===== src/rtl/pre_pkg.sv =====
// ============================================================================
// pre_pkg: shared types and constants of the palette range editor
// Command and status codes, sequencer states and the divider interface.
// ============================================================================
package pre_pkg;

    localparam int IDX_W    = 10;
    localparam int CHAN_W   = 8;
    localparam int COLOR_W  = 24;
    localparam int MODE_W   = 4;
    localparam int STATUS_W = 2;
    localparam int DEN_W    = 10;
    localparam int NUM_CH   = 3;

    localparam logic [MODE_W-1:0] MODE_GRADIENT = 4'd0;
    localparam logic [MODE_W-1:0] MODE_SET_ENDS = 4'd1;
    localparam logic [MODE_W-1:0] MODE_INVERT   = 4'd2;
    localparam logic [MODE_W-1:0] MODE_GREY     = 4'd3;
    localparam logic [MODE_W-1:0] MODE_SWAP_RB  = 4'd4;
    localparam logic [MODE_W-1:0] MODE_SWAP_RG  = 4'd5;
    localparam logic [MODE_W-1:0] MODE_SWAP_GB  = 4'd6;
    localparam logic [MODE_W-1:0] MODE_ROTATE   = 4'd7;
    localparam logic [MODE_W-1:0] MODE_READ     = 4'd8;

    localparam logic [STATUS_W-1:0] STATUS_DONE  = 2'd0;
    localparam logic [STATUS_W-1:0] STATUS_EMPTY = 2'd1;
    localparam logic [STATUS_W-1:0] STATUS_RANGE = 2'd2;

    // floor(x / 3) for x below 1024 equals (x * 683) >> 11.
    localparam logic [9:0] GREY_RECIP = 10'd683;
    localparam int         GREY_SHIFT = 11;

    typedef enum logic [3:0] {
        ST_CLEAR,
        ST_IDLE,
        ST_DIV_GO,
        ST_DIV_WAIT,
        ST_PRIME,
        ST_RUN,
        ST_SET_FIRST,
        ST_SET_LAST,
        ST_RD_FIRST,
        ST_RD_LAST,
        ST_CAP_LAST,
        ST_FINISH
    } t_state;

    typedef struct packed {
        logic              start;
        logic [CHAN_W-1:0] dividend;
        logic [DEN_W-1:0]  divisor;
    } t_div_req;

    typedef struct packed {
        logic              done;
        logic [CHAN_W-1:0] quo;
        logic [DEN_W-1:0]  rem;
    } t_div_rsp;

endpackage


===== src/rtl/pre_div.sv =====
// ============================================================================
// pre_div: iterative restoring divider
// Divides an 8-bit magnitude by a 10-bit divisor, one quotient bit a cycle.
// ============================================================================
module pre_div
    import pre_pkg::*;
(
    input  logic     i_clk,
    input  logic     i_rst_n,
    input  t_div_req i_req,
    output t_div_rsp o_rsp
);

    localparam int               CNT_W    = $clog2(CHAN_W);
    localparam logic [CNT_W-1:0] CNT_LAST = CNT_W'(CHAN_W - 1);

    logic              r_busy;
    logic              r_done;
    logic [CNT_W-1:0]  r_cnt;
    logic [DEN_W-1:0]  r_rem;
    logic [CHAN_W-1:0] r_quo;
    logic [DEN_W-1:0]  r_den;

    logic [DEN_W:0]    trial;
    logic              fits;
    logic [DEN_W-1:0]  n_rem;

    always_comb begin
        trial = {r_rem, r_quo[CHAN_W-1]};
        fits  = trial >= {1'b0, r_den};
        n_rem = fits ? DEN_W'(trial - {1'b0, r_den}) : trial[DEN_W-1:0];
    end

    always_ff @(posedge i_clk) begin
        if (!i_rst_n) begin
            r_busy <= 1'b0;
            r_done <= 1'b0;
            r_cnt  <= '0;
        end else begin
            r_done <= 1'b0;
            if (i_req.start) begin
                r_busy <= 1'b1;
                r_cnt  <= '0;
            end else if (r_busy) begin
                r_cnt <= r_cnt + 1'b1;
                if (r_cnt == CNT_LAST) begin
                    r_busy <= 1'b0;
                    r_done <= 1'b1;
                end
            end
        end
    end

    always_ff @(posedge i_clk) begin
        if (i_req.start) begin
            r_rem <= '0;
            r_quo <= i_req.dividend;
            r_den <= i_req.divisor;
        end else if (r_busy) begin
            r_rem <= n_rem;
            r_quo <= {r_quo[CHAN_W-2:0], fits};
        end
    end

    assign o_rsp.done = r_done;
    assign o_rsp.quo  = r_quo;
    assign o_rsp.rem  = r_rem;

endmodule


===== config.mk =====
export PLATFORM = sky130hd
export DESIGN_NAME = pre_div
export DESIGN_NICKNAME = d
export VERILOG_FILES = /design/src/rtl/pre_pkg.sv /design/src/rtl/pre_div.sv
export SDC_FILE = /design/constraint.sdc
export NUM_CORES = 1
export LEC_CHECK = 0
export BUFFER_PORTS_ARGS = -buffer_cell sky130_fd_sc_hd__buf_2
export CAP_MARGIN = 0
export CORE_MARGIN = 2
export CORE_UTILIZATION = 40
export DETAILED_ROUTE_END_ITERATION = 10
export GPL_ROUTABILITY_DRIVEN = 0
export SLEW_MARGIN = 5
export SYNTH_ARGS = -nofsm -noshare
export SYNTH_HDL_FRONTEND = slang
export SYNTH_SLANG_ARGS = --single-unit

===== constraint.sdc =====
create_clock -name i_clk -period 2 [get_ports i_clk]
set_input_delay 0.3 -clock i_clk [delete_from_list [all_inputs] [get_ports i_clk]]
set_output_delay 0.3 -clock i_clk [all_outputs]
set_load 0.02 [all_outputs]

# Word-level counts from Yosys, hierarchy flattened
# Cells that the tools add are included.
totals:
  n_memories: 0
  elab_cells: 22
  ramBits: 0
  out_inout_bits: 19
  register_bits: 33
  latchBits: 0
  rom_bits: 0
op_classes:
  n_mul: 0
  reduce_logical: 3
  shifts: 0
  order_cmp: 1
  div: 0
  n_bitwise: 2
  muxes: 7
  eq_ne: 1
  n_addsub: 2
ops:
  columns: ["op", "count"]
  rows:
  - ["$mux W8", 2]
  - ["$ge A11 B10 Y1", 1]
  - ["$mux W10", 1]
  - ["$sub A10 B10 Y10", 1]
  - ["$mux W1", 4]
  - ["$add A3 B1 Y3 const B", 1]
  - ["$eq A3 B3 Y1 const B", 1]
  - ["$reduce_or A3 Y1", 1]
  - ["$not A1 Y1", 2]
  - ["$reduce_bool A2 Y1", 1]
  - ["$reduce_or A2 Y1", 1]

# Logic depth before layout (Yosys ltp)
# Gate-level depths: netlist of run 1.
logic_depth:
  word_depth: 4
  depth_mapped: 10
  depth_no_buf: 10

# Worst setup path after synthesis of run 1
# OpenSTA, ideal clock, no wires.
synth_path:
  path_kind: "register to register"
  from: "reg r_quo[7]"
  to: "reg r_rem[6]"
  path_stages_with_launch: 11
  path_buffers: 0
  t_arrival_ns: 2.136
  path_slack_ns: -0.221
  synth_period_minus_slack_ns: 2.221
  required_ns: 1.914
  setup_ns: 0.086
  path_cell_list: "edfxtp_1 > inv_1 > ha_1 > inv_1 > fa_1 > a211oi_1 > nor3b_1 > o22ai_1 > xnor2_1 > mux2i_1 > a211oi_1"
synth_via:
  elab_chain_cells: 2
  elab_cells_between_ends: 3
synth_rtl:
  columns: ["element", "line", "rtl"]
  rows:
  - ["from (decl)", "pre_div.sv:21", "logic [CHAN_W-1:0] r_quo;"]
  - ["from (signal assigned)", "pre_div.sv:57", "r_quo <= i_req.dividend;"]
  - ["from (signal assigned)", "pre_div.sv:61", "r_quo <= {r_quo[CHAN_W-2:0], fits};"]
  - ["$sub A10 B10 Y10 or $ge A11 B10 Y1 (tied branches)", "pre_div.sv:31, pre_div.sv:30", null]
  - ["$mux W10 (*)", "pre_div.sv:31", "n_rem = fits ? DEN_W'(trial - {1'b0, r_den}) : trial[DEN_W-1:0];"]
  - ["to (signal assigned)", "pre_div.sv:60", "r_rem <= n_rem;"]
  - ["to (decl)", "pre_div.sv:20", "logic [DEN_W-1:0] r_rem;"]
# Every way passes the cells marked *; elsewhere a longest branch is shown, timed or not.
# A chain may end at the register's enable or synchronous reset.

# Final worst setup path of run 1
layout_path:
  from: "reg r_quo[7]"
  to: "reg r_rem[8]"
# Same word-level chain as after synthesis.

==> flow_metrics.tcl, run 1 <==
set metrics [dict create \
    finalNetCount 276 \
    ys_async_sr_fraction 0 \
    coreArea_um2 4354 \
    cts_hold_buf 0 \
    grtUsageTotal 0.1807 \
    finalMaxSlewViolations 0 \
    netlist_area_um2 1799 \
    end_kind "flip-flop" \
    slowest_stage "edfxtp_1" \
    worst_pin_slew_ns 0.3795 \
    htree_num_levels 2 \
    start_util 0.4132 \
    grt-ovfl-total 0 \
    synth_top_area_cell "edfxtp_1" \
    cts_inserted_buffers 5 \
    ir_drop_mv 0.4739 \
    ys_warn_count 0 \
    synth_ff_type "edfxtp_1" \
    die_area_um2 5050 \
    grt_max_degree 18 \
    synth_edf_count 18 \
    cp.arrival_ns 2.27 \
    max_cap_violations 0 \
    cts_tree "built" \
    yosysUniqueCellTypes 41 \
    cp_max_fo 3 \
    die_h_um 71.07 \
    ant_nets 0 \
    routed_wl_um 4340 \
    status "finished, violations left" \
    critical_path.cell_chain "inv_2, ha_4, inv_2, fa_2, a211oi_4, nor3b_2, o22ai_1, xnor2_1, mux2i_2, a211oi_2" \
    final-instance-count-excl-fill 295 \
    synth_top_area_frac 0.3004 \
    dp_cells 281 \
    drc 0 \
    critPathTopFamily "compound AO/OA/AOI/OAI gates" \
    synth_fp_nets 199 \
    cp-start-kind "flip-flop" \
    fin_skew_ns 0.003208 \
    drt_iter0_markers 91 \
    path_clk_slew_ns 0.07 \
    grt_pass1_wl_um 7120 \
    hpwl_um 3207 \
    grt_pass1_vias 1577 \
    dr_total_vias 1516 \
    post-synth-top-count-cell "nor2_1" \
    cts.path.max_buffers 2 \
    required_ns 2.20 \
    antenna_cells 0 \
    setup_viol 2 \
    hold_class "in2reg" \
    finalWorstSetupSlack_ns -0.06756 \
    floorplan.die.width_um 71.07 \
    power_density_nw_per_um2 791.7 \
    syn_to_final_growth_pct 45.76 \
    rows 24 \
    antenna_found_initial 0 \
    rsz0062_at_grt "true" \
    path_class "reg2reg" \
    postSynthCellCount 165 \
    wire_per_inst_um 14.71 \
    slowest_delay_ns 0.40 \
    fin_crit_sh 1.034 \
    drive_gt1_frac 0.5391 \
    cp_num_buf_inv 2 \
    p_leak_nw 1.130 \
    cts.sinks 33 \
    slew-limit-headroom 0.7460 \
    ys_seq_elements 33 \
    cpMostUsedCell "inv_2" \
    viasPerCell 5.139 \
    yosysSeqAreaShare 0.4673 \
    tns_ns -0.09805 \
    clk_latency_ns 0.28 \
    period_needed_ns 2.068 \
    synthTopCellsByArea "edfxtp_1 (30%), dfxtp_1 (17%), ha_1 (8.3%)" \
    cts_root_buf "clkbuf_8" \
    io_buffers 39 \
    finalHoldViolCount 0 \
    ys_top_cells_by_count "nor2_1 (24), edfxtp_1 (18), dfxtp_1 (15)" \
    violations "negative setup slack" \
    io_pins 40 \
    postSynthAreaPerCell_um2 10.90 \
    maxClockFrequency_mhz 483.7 \
    drt_pre_antenna_iters 4 \
]
## cells in the final DEF, fill, tap and decap left out, types with 5 or more instances in the layout
cell type,n
mux2_2,8
inv_2,9
nor2_1,24
dfxtp_1,11
inv_1,6
clkbuf_8,5
buf_2,39
buf_6,5
edfxtp_1,18
a211oi_1,5
ha_4,10
mux2i_1,8
buf_4,32
## layer usage
layer / up-vias / part of all wire / track usage
li1: 754 / - / -
met1: 727 / 0.42 / 0.1986
met2: 26 / 0.53 / 0.3333
met3: 9 / 0.032 / 0.04843
met4: 0 / 0.021 / 0.06289
met5: - / 0 / 0
## layout make-up
class,instances,area (µm²)
Clock buffer,6,72.57
Clock inverter,2,10.01
Fill cell,340,1732
Inverter,15,56.30
Multi-Input combinational cell,111,1081
Sequential cell,33,845.8
Tap cell,52,65.06
Timing Repair Buffer,76,491.7
## state kept, by name, summed over array words and instances, names as in the netlist
name    flops
r_den      10
r_rem      10
r_quo       8
r_cnt       3
r_busy      1
r_done      1
## report_power, final
| group | internal (W) | switching, W |
|---|---|---|
| clock | 0.000241 | 0.000240 |
| combinational | 0.000408 | 0.000364 |
| sequential | 0.000781 | 0.0000429 |
## logic make-up (layout without fill, tap and decap cells)
kind of cell / after synthesis / in the layout / share of synthesized area
multiplexers: 18 / 18 / 0.1085
adder cells (fa/ha/maj): 13 / 13 / 0.09457
buffers and inverters: 21 / 99 / 0.05493
flip-flops: 33 / 33 / 0.4673
AO/OA/AOI/OAI: 29 / 29 / 0.1273
AND/OR/NAND/NOR: 44 / 44 / 0.1134
XOR/XNOR: 7 / 7 / 0.03408
## worst paths after layout
kind / depth (start not counted) / endpoint / start / slack (ns)
max: 10 / r_rem[8]$_SDFFE_PP0P_ / r_quo[7]$_DFFE_PP_ / -0.07
min: 1 / r_den[0]$_DFFE_PP_ / i_req[0] / 0.19
max reg2reg: 10 / r_rem[8]$_SDFFE_PP0P_ / r_quo[7]$_DFFE_PP_ / -0.07
min reg2reg: 2 / r_cnt[2]$_SDFFE_PP0P_ / r_cnt[2]$_SDFFE_PP0P_ / 0.51
## metrics by stage
stage,util,instance area [µm²],power (W),worst slack (ns),hold slack (ns)
6_report,0.6023,2623,0.002076,-0.06756,0.1904
2_1_floorplan,-,1867,0.001234,-0.05821,0.3989
4_1_cts,0.5807,2529,0.002024,-0.04403,0.1811
5_1_grt,0.6023,2623,0.002184,-0.1705,0.1802
3_5_place_dp,0.5322,2317,0.001460,-0.2098,0.4781
3_3_place_gp,0.5322,2317,0.001444,-0.1644,0.4760
## repair_timing
action,CTS,global route
resized for setup,21,13
endpoints found under the setup margin,10,10
buffers inserted,4,3
pin swaps,16,6
(Power assumes the default switching activity.)
==> run 2, diff against run 1 <==
==> constraint.sdc (replaced) <==
create_clock -name i_clk -period 2 [get_ports i_clk]
set_input_delay 0 -clock i_clk [delete_from_list [all_inputs] [get_ports i_clk]]
set_output_delay 0 -clock i_clk [all_outputs]
set_load 0.02 [all_outputs]
==> run 2 against run 1 <==
The run still ends with negative setup slack left. Worst setup slack improved by 0.0071 ns. Sequential power barely moved. Die area stayed put. Power down 3.1%. Register-to-register slack about the same. Critical path depth did not move. Clock skew is 0.0046 ns higher. Non-clock buffer count up 6. Combinational power shrank 8.9%. Clock-buffer cell count stayed put. Sequential cell count stayed put. Clock power rose by 2%.
==> flow_metrics.tcl, run 2 (same netlist as run 1, synthesis figures left out) <==
set metrics [dict create \
    min-delay-start "i_req[15]" \
    cts_root_buf "clkbuf_8" \
    hpwl_um 3194 \
    finalMaxSlewViolations 0 \
    die_area_um2 5050 \
    setup_viol 3 \
    cts.sinks 33 \
    reg.largest.list "r_den (10), r_rem (10), r_quo (8)" \
    tns_ns -0.1100 \
    rows 24 \
    end_kind "flip-flop" \
    ant_nets 0 \
    coreArea_um2 4354 \
    antenna_cells 0 \
    grt_pass1_vias 1598 \
    drt_iter0_markers 62 \
    power_density_nw_per_um2 770.5 \
    slew-limit-headroom 0.7358 \
    p_leak_nw 1.145 \
    io_pins 40 \
    rr_endpoint "r_rem[8]$_SDFFE_PP0P_" \
    fin_crit_sh 1.030 \
    antenna_found_initial 0 \
    cp.arrival_ns 2.27 \
    min_to "r_quo[5]$_DFFE_PP_" \
    grt_pass1_wl_um 7300 \
    drive_gt1_frac 0.4699 \
    htree_num_levels 2 \
    wl_met2_um 2246 \
    final_area_um2 2610 \
    highest_layer "met4" \
    wire_per_inst_um 14.31 \
    required_ns 2.21 \
    nFillCells 365 \
    floorplan.die.width_um 71.07 \
    wirelength_met1_um 1862 \
    path_class "reg2reg" \
    hold_slack_ns 0.01008 \
    finalHoldViolCount 0 \
    reg2reg_slack_ns -0.06 \
    path_clk_slew_ns 0.07 \
    fin_util 0.5994 \
    finalWorstSetupSlack_ns -0.06045 \
    status "finished, violations left" \
    routed_wl_um 4307 \
    ff2ff_path_depth 10 \
    dr_total_vias 1535 \
    fin_skew_ns 0.007857 \
    post-place-ws_ns -0.1126 \
    start_util 0.4132 \
    final_common_cell "buf_2" \
    maxClockFrequency_mhz 485.3 \
    cp-start-kind "flip-flop" \
    io_buffers 39 \
    worst_pin_slew_ns 0.3948 \
    hold_class "in2reg" \
    grtUsageTotal 0.1853 \
    finalNetCount 282 \
    min_path_cells 2 \
    viasPerCell 5.100 \
    cts_inserted_buffers 5 \
    syn_to_final_growth_pct 45.06 \
    post_dp_cell_area_um2 2295 \
    max_cap_violations 0 \
    grt_max_degree 18 \
    rsz0062_at_grt "true" \
    cp_max_fo 3 \
    r2r_start "r_quo[7]$_DFFE_PP_" \
    cts_tree "built" \
    clk_latency_ns 0.29 \
    violations "negative setup slack" \
    grt-ovfl-total 0 \
    drt_pre_antenna_iters 4 \
    ir_drop_mv 0.4949 \
    cts.path.max_buffers 2 \
    final_cell_mix "buf_2 (39), buf_4 (30), nor2_1 (24)" \
    met3_wirelength_um 145 \
    die_h_um 71.07 \
    period_needed_ns 2.060 \
    drc 0 \
]
[run 2: cell types whose count changed in the layout (fill, tap and decap cells not counted), moves of 2 or more]
cell           delta
buf_4             -2
buf_6             -3
inv_1             +4
dlygate4sd3_1    +11
ha_4              -2
ha_1              +2
inv_2             -4
[run 2: worst max-delay path, stage by stage (launching register included)]
cell	delay [ns]
edfxtp_1	0.40
inv_2	0.10
ha_4	0.14
inv_2	0.03
fa_2	0.36
a211oi_2	0.24
nor3b_2	0.11
o22ai_1	0.16
xnor2_1	0.14
mux2i_1	0.08
a211oi_1	0.22
[run 2: timing repair]
action                                  in CTS  in global routing
setup buffers                                2                  3
hold buffers                                11                  0
endpoints found under the hold margin       12                  0
pin swaps                                    9                  3
gates resized for setup                     15                  2
endpoints found under the setup margin       8                  9
[run 2: cell type report]
cell class,count,area (µm²),share of cell area
clock buffers,6,72.57,0.02780
clock inverters,2,10.01,0.003835
flip-flops and latches,33,845.8,0.3241
multi-input cells,111,1007,0.3859
inverters,15,56.30,0.02157
well taps,52,65.06,0.02493
repair buffers,82,553.0,0.2119
[run 2: routing by layer]
metal | global-route usage | vias up
li1 | - | 761
met1 | 0.2199 | 739
met2 | 0.3219 | 29
met3 | 0.04986 | 6
met4 | 0.06709 | 0
met5 | 0 | -
[run 2: worst max-delay path by stage]
| stage | startpoint | endpoint | slack (ns) | cells after the start |
|---|---|---|---|---|
| 2_1_floorplan | r_quo[7]$_DFFE_PP_ | r_rem[8]$_SDFFE_PP0P_ | -0.06 | 10 |
| 3_3_place_gp | r_den[1]$_DFFE_PP_ | r_rem[0]$_SDFFE_PP0P_ | -0.08 | 8 |
| 3_5_place_dp | r_den[6]$_DFFE_PP_ | r_rem[0]$_SDFFE_PP0P_ | -0.11 | 9 |
| 4_1_cts | r_quo[7]$_DFFE_PP_ | r_rem[8]$_SDFFE_PP0P_ | -0.04 | 10 |
| 5_1_grt | r_quo[7]$_DFFE_PP_ | r_rem[8]$_SDFFE_PP0P_ | -0.19 | 10 |
| 6_report | r_quo[7]$_DFFE_PP_ | r_rem[8]$_SDFFE_PP0P_ | -0.06 | 10 |
[run 2: per-stage QoR]
step	std cells	power (W)
floorplan	165	0.001234
global placement	278	0.001429
detailed placement	278	0.001445
CTS	298	0.002010
global route	301	0.002133
finish	301	0.002011
[run 2: report_power, final]
part           switching [W]  internal, W  total, W  leakage, nW
sequential         0.0000396     0.000781  0.000821        0.303
clock               0.000248     0.000241  0.000489       0.0450
combinational       0.000338     0.000364  0.000702        0.796
